==> config.mk <==
export PLATFORM = sky130hd
export DESIGN_NAME = last_note_priority_voice_allocator
export DESIGN_NICKNAME = d
export VERILOG_FILES = /design/src/rtl/core/lnpva_pkg.sv /design/src/rtl/core/lnpva_ram.sv /design/src/rtl/core/last_note_priority_voice_allocator.sv
export SDC_FILE = /design/constraint.sdc
export NUM_CORES = 2
export LEC_CHECK = 0
export BUFFER_PORTS_ARGS = -buffer_cell sky130_fd_sc_hd__clkbuf_2
export CORE_ASPECT_RATIO = 0.7
export CORE_UTILIZATION = 30
export DETAILED_ROUTE_END_ITERATION = 7
export PLACE_DENSITY = 0.46
export SLEW_MARGIN = 20
export SYNTH_ARGS = -nofsm -noshare
export SYNTH_HDL_FRONTEND = slang
export SYNTH_SLANG_ARGS = --single-unit
==> constraint.sdc <==
create_clock -name clock -period 9.1 [get_ports clock]
set_input_delay 1.365 -clock clock [delete_from_list [all_inputs] [get_ports clock]]
set_output_delay 1.365 -clock clock [all_outputs]
set_load 0.01 [all_outputs]
==> src/rtl/core/lnpva_pkg.sv <==
`timescale 1ns / 1ps
`default_nettype none
// ----------------------------------------------------------------------------
// lnpva_pkg
// shared types and codes of the last-note-priority voice allocator
// ----------------------------------------------------------------------------
package lnpva_pkg;

   // width of a note number and of a voice code on the ports
   localparam int FIELD_W = 7;

   typedef logic [FIELD_W-1:0] field_type;

   // event operation codes
   localparam logic OP_NOTE_ON  = 1'b0;
   localparam logic OP_NOTE_OFF = 1'b1;

endpackage : lnpva_pkg

`default_nettype wire

==> src/rtl/core/lnpva_ram.sv <==
`timescale 1ns / 1ps
`default_nettype none
// ----------------------------------------------------------------------------
// lnpva_ram
// generic single-write, single-read ram with a registered read port
// ----------------------------------------------------------------------------
module lnpva_ram #(
   parameter int WIDTH = 7,
   parameter int DEPTH = 84,
   localparam int AW = (DEPTH > 1) ? $clog2(DEPTH) : 1
) (
   input  wire logic             clock,
   input  wire logic             wr_en,
   input  wire logic [AW-1:0]    wr_addr,
   input  wire logic [WIDTH-1:0] wr_data,
   input  wire logic [AW-1:0]    rd_addr,
   output logic      [WIDTH-1:0] rd_data
);

   logic [WIDTH-1:0] mem [DEPTH];

   always_ff @(posedge clock) begin
      if (wr_en) begin
         mem[wr_addr] <= wr_data;
      end
      rd_data <= mem[rd_addr];
   end

endmodule : lnpva_ram

`default_nettype wire

==> src/rtl/core/last_note_priority_voice_allocator.sv <==
`timescale 1ns / 1ps
`default_nettype none
// ----------------------------------------------------------------------------
// last_note_priority_voice_allocator
// most-recent-first note list kept in linked-list rams, three voice outputs
// ----------------------------------------------------------------------------
// usage
//  - req channel (valid/ready): one note event per word, req_operation is
//    note on or note off, req_note is the note number; notes at or above
//    NOTE_COUNT are ignored but still answered
//  - rsp channel (valid/ready): one word per event with the three most
//    recent sounding notes; silent voices carry the code NOTE_COUNT
//  - sequence: from accept, an optional unlink and an optional push, then
//    the list walk does one ram read of the older-link memory per voice;
//    one event is in flight at a time, so a new event is taken the cycle
//    after the result is loaded into the output register
//  - the output register holds the result while the receiver stalls; the
//    next event is accepted meanwhile and its result waits until the held
//    word is taken
//  - reset: synchronous, active high; empties the list (all voices silent)
//    and drops any pending word; the link rams need no clearing pass
// ----------------------------------------------------------------------------
module last_note_priority_voice_allocator #(
   parameter int NOTE_COUNT  = 84,
   parameter int VOICE_COUNT = 3
) (
   input  wire logic                  clock,
   input  wire logic                  reset,

   input  wire logic                  req_valid,
   output logic                       req_ready,
   input  wire logic                  req_operation,
   input  wire lnpva_pkg::field_type  req_note,

   output logic                       rsp_valid,
   input  wire logic                  rsp_ready,
   output lnpva_pkg::field_type       rsp_voice_first,
   output lnpva_pkg::field_type       rsp_voice_second,
   output lnpva_pkg::field_type       rsp_voice_third
);

   import lnpva_pkg::*;

   // entries 0..NOTE_COUNT-1 are notes, the rest are the silence tail
   localparam int ENTRY_COUNT = NOTE_COUNT + VOICE_COUNT;
   localparam int EW          = $clog2(ENTRY_COUNT);
   localparam int AW          = $clog2(NOTE_COUNT);
   // voice slots: at least the three output fields
   localparam int VSLOTS      = (VOICE_COUNT > 3) ? VOICE_COUNT : 3;
   localparam int KW          = $clog2(VSLOTS);

   localparam field_type SILENCE = FIELD_W'(NOTE_COUNT);

   typedef enum logic [2:0] {
      S_IDLE,
      S_UNLINK,
      S_PUSH,
      S_START,
      S_WALK,
      S_NEXT,
      S_DONE
   } state_type;

   typedef logic [EW-1:0] entry_type;

   state_type              state_ff;
   entry_type              front_ff;
   entry_type              cur_ff;
   logic [KW-1:0]          k_ff;
   logic [NOTE_COUNT-1:0]  note_sounding_ff;
   logic                   op_ff;
   field_type              note_ff;
   logic                   in_range_ff;
   field_type              voices_ff [VSLOTS];
   logic                   rsp_valid_ff;
   field_type              rsp_first_ff;
   field_type              rsp_second_ff;
   field_type              rsp_third_ff;

   // link rams: only note entries are stored, silence entries chain by +1
   logic       older_we;
   logic [AW-1:0] older_wa;
   entry_type  older_wd;
   logic [AW-1:0] older_ra;
   entry_type  older_rdata;

   logic       newer_we;
   logic [AW-1:0] newer_wa;
   entry_type  newer_wd;
   entry_type  newer_rdata;

   logic       req_in_range;
   logic       req_sounding;
   logic       req_fire;
   logic       front_is_note;
   logic       front_is_target;
   logic       cur_is_note;
   logic       older_is_note;
   logic       out_load;

   assign req_in_range    = ({1'b0, req_note} < 8'(NOTE_COUNT));
   assign req_sounding    = note_sounding_ff[AW'(req_note)];
   assign req_ready       = (state_ff == S_IDLE);
   assign req_fire        = req_valid && req_ready;
   assign front_is_note   = (front_ff < EW'(NOTE_COUNT));
   assign front_is_target = (front_ff == EW'(note_ff));
   assign cur_is_note     = (cur_ff < EW'(NOTE_COUNT));
   assign older_is_note   = (older_rdata < EW'(NOTE_COUNT));
   assign out_load        = (state_ff == S_DONE) && (!rsp_valid_ff || rsp_ready);

   // read address: the event's note at accept, the walk cursor later
   assign older_ra = (state_ff == S_IDLE) ? AW'(req_note) : AW'(cur_ff);

   // ram write control for unlink and push
   always_comb begin
      older_we = 1'b0;
      older_wa = AW'(note_ff);
      older_wd = front_ff;
      newer_we = 1'b0;
      newer_wa = AW'(front_ff);
      newer_wd = EW'(note_ff);
      unique case (state_ff)
         S_UNLINK: begin
            // bridge the neighbors unless the note is at the front
            older_we = !front_is_target;
            older_wa = AW'(newer_rdata);
            older_wd = older_rdata;
            newer_we = !front_is_target && older_is_note;
            newer_wa = AW'(older_rdata);
            newer_wd = newer_rdata;
         end
         S_PUSH: begin
            // new front points at the old front
            older_we = 1'b1;
            newer_we = front_is_note;
         end
         default: begin
         end
      endcase
   end

   lnpva_ram #(
      .WIDTH (EW),
      .DEPTH (NOTE_COUNT)
   ) u_older_ram (
      .clock   (clock),
      .wr_en   (older_we),
      .wr_addr (older_wa),
      .wr_data (older_wd),
      .rd_addr (older_ra),
      .rd_data (older_rdata)
   );

   lnpva_ram #(
      .WIDTH (EW),
      .DEPTH (NOTE_COUNT)
   ) u_newer_ram (
      .clock   (clock),
      .wr_en   (newer_we),
      .wr_addr (newer_wa),
      .wr_data (newer_wd),
      .rd_addr (AW'(req_note)),
      .rd_data (newer_rdata)
   );

   // sequencer: state and registered outputs
   always_ff @(posedge clock) begin
      if (reset) begin
         state_ff         <= S_IDLE;
         front_ff         <= EW'(NOTE_COUNT);
         note_sounding_ff <= '0;
         rsp_valid_ff     <= 1'b0;
      end else begin
         // output word: set when the walk result is loaded, cleared once taken
         if (out_load) begin
            rsp_valid_ff <= 1'b1;
         end else if (rsp_ready) begin
            rsp_valid_ff <= 1'b0;
         end
         unique case (state_ff)
            S_IDLE: begin
               if (req_fire) begin
                  op_ff       <= req_operation;
                  note_ff     <= req_note;
                  in_range_ff <= req_in_range;
                  priority if (!req_in_range) begin
                     state_ff <= S_START;
                  end else if (req_sounding) begin
                     state_ff <= S_UNLINK;
                  end else if (req_operation == OP_NOTE_ON) begin
                     state_ff <= S_PUSH;
                  end else begin
                     state_ff <= S_START;
                  end
               end
            end
            S_UNLINK: begin
               if (front_is_target) begin
                  front_ff <= older_rdata;
               end
               note_sounding_ff[AW'(note_ff)] <= 1'b0;
               state_ff <= (op_ff == OP_NOTE_ON) ? S_PUSH : S_START;
            end
            S_PUSH: begin
               front_ff <= EW'(note_ff);
               note_sounding_ff[AW'(note_ff)] <= 1'b1;
               state_ff <= S_START;
            end
            S_START: begin
               cur_ff <= front_ff;
               k_ff   <= '0;
               for (int j = 0; j < VSLOTS; j++) begin
                  voices_ff[j] <= SILENCE;
               end
               state_ff <= S_WALK;
            end
            S_WALK: begin
               // older-link read of the cursor is issued this cycle
               voices_ff[k_ff] <= cur_is_note ? FIELD_W'(cur_ff) : SILENCE;
               state_ff <= (k_ff == KW'(VOICE_COUNT - 1)) ? S_DONE : S_NEXT;
            end
            S_NEXT: begin
               cur_ff   <= cur_is_note ? older_rdata : cur_ff + entry_type'(1);
               k_ff     <= k_ff + KW'(1);
               state_ff <= S_WALK;
            end
            S_DONE: begin
               if (out_load) begin
                  rsp_first_ff  <= voices_ff[0];
                  rsp_second_ff <= voices_ff[1];
                  rsp_third_ff  <= voices_ff[2];
                  state_ff      <= S_IDLE;
               end
            end
            default: begin
               state_ff <= S_IDLE;
            end
         endcase
      end
   end

   assign rsp_valid        = rsp_valid_ff;
   assign rsp_voice_first  = rsp_first_ff;
   assign rsp_voice_second = rsp_second_ff;
   assign rsp_voice_third  = rsp_third_ff;

   // front note of a settled list is always sounding
   a_front_sounding: assert property (@(posedge clock) disable iff (reset)
      (state_ff == S_IDLE && front_is_note) |-> note_sounding_ff[AW'(front_ff)])
      else $error("front entry is a silent note");

   // an in-range note-on always shows up as the first voice
   a_note_on_first: assert property (@(posedge clock) disable iff (reset)
      (out_load && op_ff == OP_NOTE_ON && in_range_ff)
      |=> (rsp_voice_first == $past(note_ff)))
      else $error("note-on not reported as first voice");

   // one event adds at most one note to the sounding set
   a_sounding_step: assert property (@(posedge clock) disable iff (reset)
      1'b1 |=> ($countones(note_sounding_ff) <= $past($countones(note_sounding_ff)) + 1))
      else $error("sounding set grew by more than one note");

   // list entries are distinct, so two voices never share a note; checked here for the first and second voice
   a_voices_distinct: assert property (@(posedge clock) disable iff (reset)
      (rsp_valid && rsp_voice_first != SILENCE) |-> (rsp_voice_first != rsp_voice_second))
      else $error("first and second voice carry the same note");

endmodule : last_note_priority_voice_allocator

`default_nettype wire
# Word-level counts from Yosys, hierarchy flattened
# Memories as Yosys holds them, arrays and structs flattened. A register that Yosys moved wholly into a read port is not among the register bits.
# Index checks and enable logic that the tools add are counted.
# W data, S select, Z words.
[word_totals]
input_bits = 12
latchBits = 0
register_bits = 112
rom_bits = 0
ramBits = 1197
output_inout_bits = 23
memories = 3
[mem_list]
columns = ["memory", "words", "width", "read_ports", "rd_ports_with_merged_regs", "wr", "line_no", "text"]
rows = [
  ["u_newer_ram.mem", 84, 7, 1, 1, 1, "lnpva_ram.sv:20", "logic [WIDTH-1:0] mem [DEPTH];"],
  ["u_older_ram.mem", 84, 7, 1, 1, 1, "lnpva_ram.sv:20", ""],
  ["voices_ff", 3, 7, 3, 3, 3, "last_note_priority_voice_allocator.sv:74", "field_type voices_ff [VSLOTS];"],
]
[classes]
magnitude_cmp = 7
shifts = 0
eq_ne = 11
bitwise_logic = 4
n_mux = 39
n_div = 0
n_reduce_logical = 18
multipliers = 0
addsub = 2
[ops]
columns = ["operator", "count"]
rows = [
  ["$pmux W84 S2", 1],
  ["$and A84 B84 Y84", 1],
  ["$not A84 Y84", 1],
  ["$or A84 B84 Y84", 1],
  ["$mux W7", 7],
  ["$lt A7 B7 Y1 const B", 4],
  ["$pmux W7 S2", 2],
  ["$pmux W3 S6", 1],
  ["$mux W1", 17],
  ["$lt A7 B8 Y1 const B", 2],
  ["$eq A3 B3 Y1 const B", 3],
  ["$mux W2", 4],
  ["$add A7 B1 Y7 const B", 1],
  ["$bmux W1 S7", 1],
  ["$demux W1 S7", 1],
  ["$eq A7 B7 Y1", 1],
  ["$ge A7 B1 Y1 const B", 1],
  ["$reduce_or A7 Y1", 1],
  ["$eq A3 B2 Y1 const B", 2],
  ["$mux W3", 2],
  ["$reduce_and A2 Y1", 3],
  ["$reduce_and A3 Y1", 2],
  ["$reduce_bool A2 Y1", 3],
  ["$logic_and A1 B1 Y1", 4],
  ["12 further kinds", 15],
]

# Longest topological paths before layout
[depth]
word_depth = 7
ltp_mapped = 14
mapped_depth_nobuf = 9

# Hierarchy
# A second synthesis with hierarchy kept.
[hier_totals]
cells_unflattened = 3000
area_unflattened_um2 = 53680.2
[modules_own_cells]
columns = ["mod", "cells_per_inst", "area_each_um2", "n_inst", "seq_area_each_um2"]
rows = [
  ["lnpva_ram", 1091, 23052.1, 2, 17797.1],
  ["last_note_priority_voice_allocator", 818, 7576.0, 1, 3673.5],
]

# Worst setup path after synthesis
# OpenSTA, ideal clock, no wires.
[synth_timing]
path_type = "register -> register"
startpoint = "reg state_ff[0]"
endpoint = "mem u_newer_ram.mem[78][0] (enable)"
path_stages_with_launch = 11
t_required_ps = 8710
period_less_slack_ps = 3982
t_arrival_ps = 3592
path_buffers = 3
path_slack_ps = 5118
path_cell_list = "dfxtp_1 > buf_2 > nor2b_1 > nor2b_1 > clkbuf_1 > buf_2 > mux2i_1 > inv_1 > nor2_1 > nand2_1 > nor4_1"
[synth_between]
word_cells_on_any_way = 6
[synth_lines]
columns = ["element", "line_no", "text"]
rows = [
  ["start, declared", "last_note_priority_voice_allocator.sv:66", "state_type state_ff;"],
  ["start signal, assigned", "last_note_priority_voice_allocator.sv:202", "state_ff <= (op_ff == OP_NOTE_ON) ? S_PUSH : S_START;"],
  ["start signal, assigned", "last_note_priority_voice_allocator.sv:220", "state_ff <= (k_ff == KW'(VOICE_COUNT - 1)) ? S_DONE : S_NEXT;"],
  ["$eq A3 B1 Y1", "last_note_priority_voice_allocator.sv:122", "unique case (state_ff)"],
  ["$mux W7", "last_note_priority_voice_allocator.sv:122", ""],
  ["named net newer_wa[4]", "last_note_priority_voice_allocator.sv:88", "logic [AW-1:0] newer_wa;"],
  ["end, declared", "lnpva_ram.sv:20", ""],
]
# The timed path passes the listed nets, and every way through them passes these cells.

# Final worst setup path
[layout_timing]
startpoint = "reg state_ff[0]"
endpoint = "mem u_older_ram.mem[50][2] (enable)"
[layout_between]
word_cells_on_any_way = 6
[layout_lines]
columns = ["element", "line_no", "text"]
rows = [
  ["$eq A3 B1 Y1", "-", ""],
  ["$mux W7", "-", ""],
  ["named net newer_wd[1]", "last_note_priority_voice_allocator.sv:89", "entry_type newer_wd;"],
  ["end, declared", "lnpva_ram.sv:20", ""],
]
# The timed path passes the listed nets, and every way through them passes these cells.

==> results.md <==
- Synth async-reset ratio: 0%
- Reg2reg path depth: 8
- DR pass1 iterations: 6
- DP HPWL: around 90,000 microns
- Max Fclk: 202.6 MHz
- Grt total ovfl: 0
- Syn Std Cell Area: roughly 54,000 sq um
- Synth Area in Compound Gates: about 3.5%
- Post-CTS Hold Fix Bufs: 0
- Post-synth EDFFs: roughly 1,200
- Core area: about 180,000 sq um
- Status: finished clean
- Crit path kind: reg -> reg
- Crit Path Max Fanout: 86
- Reg2reg end: u_older_ram.mem[50][2]
- Via/cell ratio: a little over 5
- Buf/Inv on CP: 2
- Die area: ~180,000 sq um
- Clk_skew: roughly 0.042 ns
- Post-synthesis mux area share: 13.26%
- Vias in the first global route: between 20,000 and 30,000
- Initial core utilization: 30.35%
- CTS tree: done
- Ys Warns: 0
- ANT nets after route: 0
- CTS Buffer Depth: 3
- CTS Buf Count: approximately 140
- Final hold vios: 0
- Critical path depth: 8
- P_leak: ~19 nW
- Worst reg2reg path startpoint: state_ff[0]
- Setup TNS: 0 ns
- Final wirelength: 150,400 microns
- Arr. time, crit path: ~5.3 ns
- Share of layout cells above drive strength 1: between 15 and 20%
- Largest family of logic cells by synthesized area: multiplexers
- CP startpoint: state_ff[0]
- CP endpoint: u_older_ram.mem[50][2]
- Nets: around 3,400
- Synth area leaders: edfxtp_1, mux4_2, dfxtp_1, nand2_1, mux2i_1
- Post-synthesis adder-cell area fraction: less than 1%
- Crit share post-route: 54.24%
- Synth Net Count: 3,354
- CP max stage cell: nor2_1
- CP most frequent cell: nor2_1
- Clk_lat worst skew: roughly 0.79 ns
- Sequential share of the synthesized area: around 73%
- Final setup fails: 0
- CP Launch Type: flop
- All-layer global routing usage: between 10% and 20%
- H-Tree Depth: 4
- Clk sinks: 1,344
- Pins Over Slew Limit: 0
- Hold Crit Class: reg -> reg
- Routed len/inst: approximately 26 microns
- Relative slew slack: 18.86%
- PostCTS Resize Cnt: 0
- Number of port buffers: 34
- Simple-gate area share of the yosys netlist: roughly 8.4%
- Delay-heaviest family, CP: simple AND/OR/NAND/NOR gates
- Root buffer cell: clkbuf_16
- Cells after Synth: 3,338
- Largest regs: u_newer_ram.mem: 588 flops, u_older_ram.mem: 588 flops, voices_ff: 21 flops
- RSZ-0062 raised after global routing: no
- Post-Layout Cell Count: approximately 5,800
- Final Util: around 35%
- DRC: 0
- PwrDens: between 200 and 300 nW/um^2
- Min Clock Period, post-route: around 4.9 ns
- Dpl cells: around 5,600
- Synth Register Bits: around 1,300
- Area leader, netlist: edfxtp_1
- Total power: roughly 16 mW
- Mean Syn Cell Area: between 15 and 20 sq um
- Reg2reg setup slack: ~4.2 ns
- Crit path required time: roughly 9.5 ns
- Max incr delay on CP: roughly 1.1 ns
- Endpoint type of the worst setup path: flop
- Area Growth Syn to Fin: 13.91%
- Number of antenna violations at the first check in global routing: 0
- Top cell type's share of synthesized area: roughly 70%
- Global-route wire length before repair: ~220,000 microns
- Die span in y: between 300 and 400 microns
- CTS clk-pin slew, worst paths: approximately 0.060 ns
- Chip width: slightly above 500 microns
- Max-cap violation count: 0
- Post-CTS setup buffer count: 0
- Synth Flop Type: edfxtp_1
- Synth top cells by count: edfxtp_1, nand2_1, nor2_1, mux4_2, nand3_1
- Final RePlAce weighted congestion: roughly 0.8
- FP Rows: 129
- VDD IR-drop max: about 0.28 mV
- Worst-margin pin slew: 1.204 ns
- # fillers: approximately 17,000
- Worst-path cell chain: nor2b_1 -> nor2b_2 -> buf_4 -> mux2_4 -> inv_1 -> nor2_1 -> nand3_1 -> nor2_1
- Largest net degree at the start of global routing: 127
- Via count: 29,959
- Ports: 35
- Most instantiated library cell after synthesis: edfxtp_1
- Initial DRC Count: 3,334
- Area share of xor/xnor cells in the synthesized design: 0.1950%
- Distinct cells, synth: 56
## placed cells by master (no fill, tap or decap), types with 9 or more instances in the layout
| cell type | n |
|---|---|
| a211oi_1 | 14 |
| a21oi_1 | 113 |
| a221oi_1 | 16 |
| a311oi_1 | 16 |
| a31oi_1 | 21 |
| a32oi_1 | 9 |
| and2_1 | 10 |
| and3_1 | 26 |
| buf_4 | 51 |
| bufinv_16 | 10 |
| clkbuf_1 | 29 |
| clkbuf_16 | 148 |
| clkbuf_2 | 30 |
| clkbuf_8 | 11 |
| clkinv_1 | 26 |
| clkinv_2 | 24 |
| dfxtp_1 | 109 |
| edfxtp_1 | 1235 |
| inv_2 | 10 |
| mux2i_1 | 145 |
| mux4_2 | 245 |
| nand2_1 | 426 |
| nand2b_1 | 14 |
| nand3_1 | 152 |
| nand4_1 | 16 |
| nor2_1 | 336 |
| nor2b_1 | 13 |
| nor3_1 | 21 |
| nor4_1 | 10 |
| o211ai_1 | 13 |
| o21ai_0 | 47 |
| o22ai_1 | 21 |
## logic make-up (layout without fill, tap and decap cells)
group / Yosys count / in the layout
AOI/OAI and AO/OA: 302 / 302
xor gates and xnor gates: 12 / 12
adders and majority gates: 4 / 4
buffers and inverters: 211 / 360
DFF: 1344 / 1344
muxes: 405 / 405
other: 0 / 3
and+or+nand+nor: 1060 / 1060
## final cells by class
| type | instances | area (sq um) | share of cell area (%) |
|---|---|---|---|
| diodes | 3 | 7.507 | 0.01223 |
| clock buffers | 187 | 3950 | 6.436 |
| clock inverters | 71 | 694.4 | 1.131 |
| inverters | 16 | 61.31 | 0.09989 |
| multi-input cells | 1783 | 13830 | 22.53 |
| flip-flops and latches | 1344 | 39270 | 63.98 |
| well taps | 2358 | 2950 | 4.807 |
| repair buffers | 86 | 621.8 | 1.013 |
## where the power goes
group          switching [mW]  leakage [nW]  internal (mW)
Clock                    2.48          2.28           3.36
Combinational            2.31          4.87          0.800
Sequential              0.103          12.0           7.34
Total                    4.89          19.1           11.5
## worst register-to-register path, stage by stage (launching register included)
cell	delay, ns
dfxtp_1	0.57
nor2b_1	0.31
nor2b_2	0.19
buf_4	0.30
mux2_4	0.87
inv_1	0.10
nor2_1	0.33
nand3_1	0.83
nor2_1	1.08
## how the worst min path moves through the flow
stage	from	end	depth (start not counted)
final	voices_ff[2][6]	rsp_voice_third[6]	0
after global routing	voices_ff[1][0]	rsp_voice_second[0]	0
after CTS	voices_ff[1][0]	rsp_voice_second[0]	0
after detailed placement	voices_ff[1][0]	rsp_voice_second[0]	0
after global placement	voices_ff[2][2]	rsp_voice_third[2]	0
after floorplan	voices_ff[0][0]	rsp_voice_first[0]	0
## metal layers
layer	share of wire, %	global-route usage [%]	up-vias
li1	-	-	13012
met4	1.4	3.482	0
met1	51	26.59	15845
met5	0	0	-
met2	41	22.58	944
met3	6.5	3.151	158
## per-stage QoR
stage               setup slack (ns)  hold WS (ns)  instance area (sq um)
global placement               3.627        0.4067                  56710
finish                         4.164        0.4238                  61380
global route                   3.920        0.4286                  61370
detailed placement             3.569        0.4152                  56720
floorplan                      5.118        0.4003                  53890
CTS                            4.208        0.4279                  61360
Note: power is estimated with default switching activity, not from simulation.
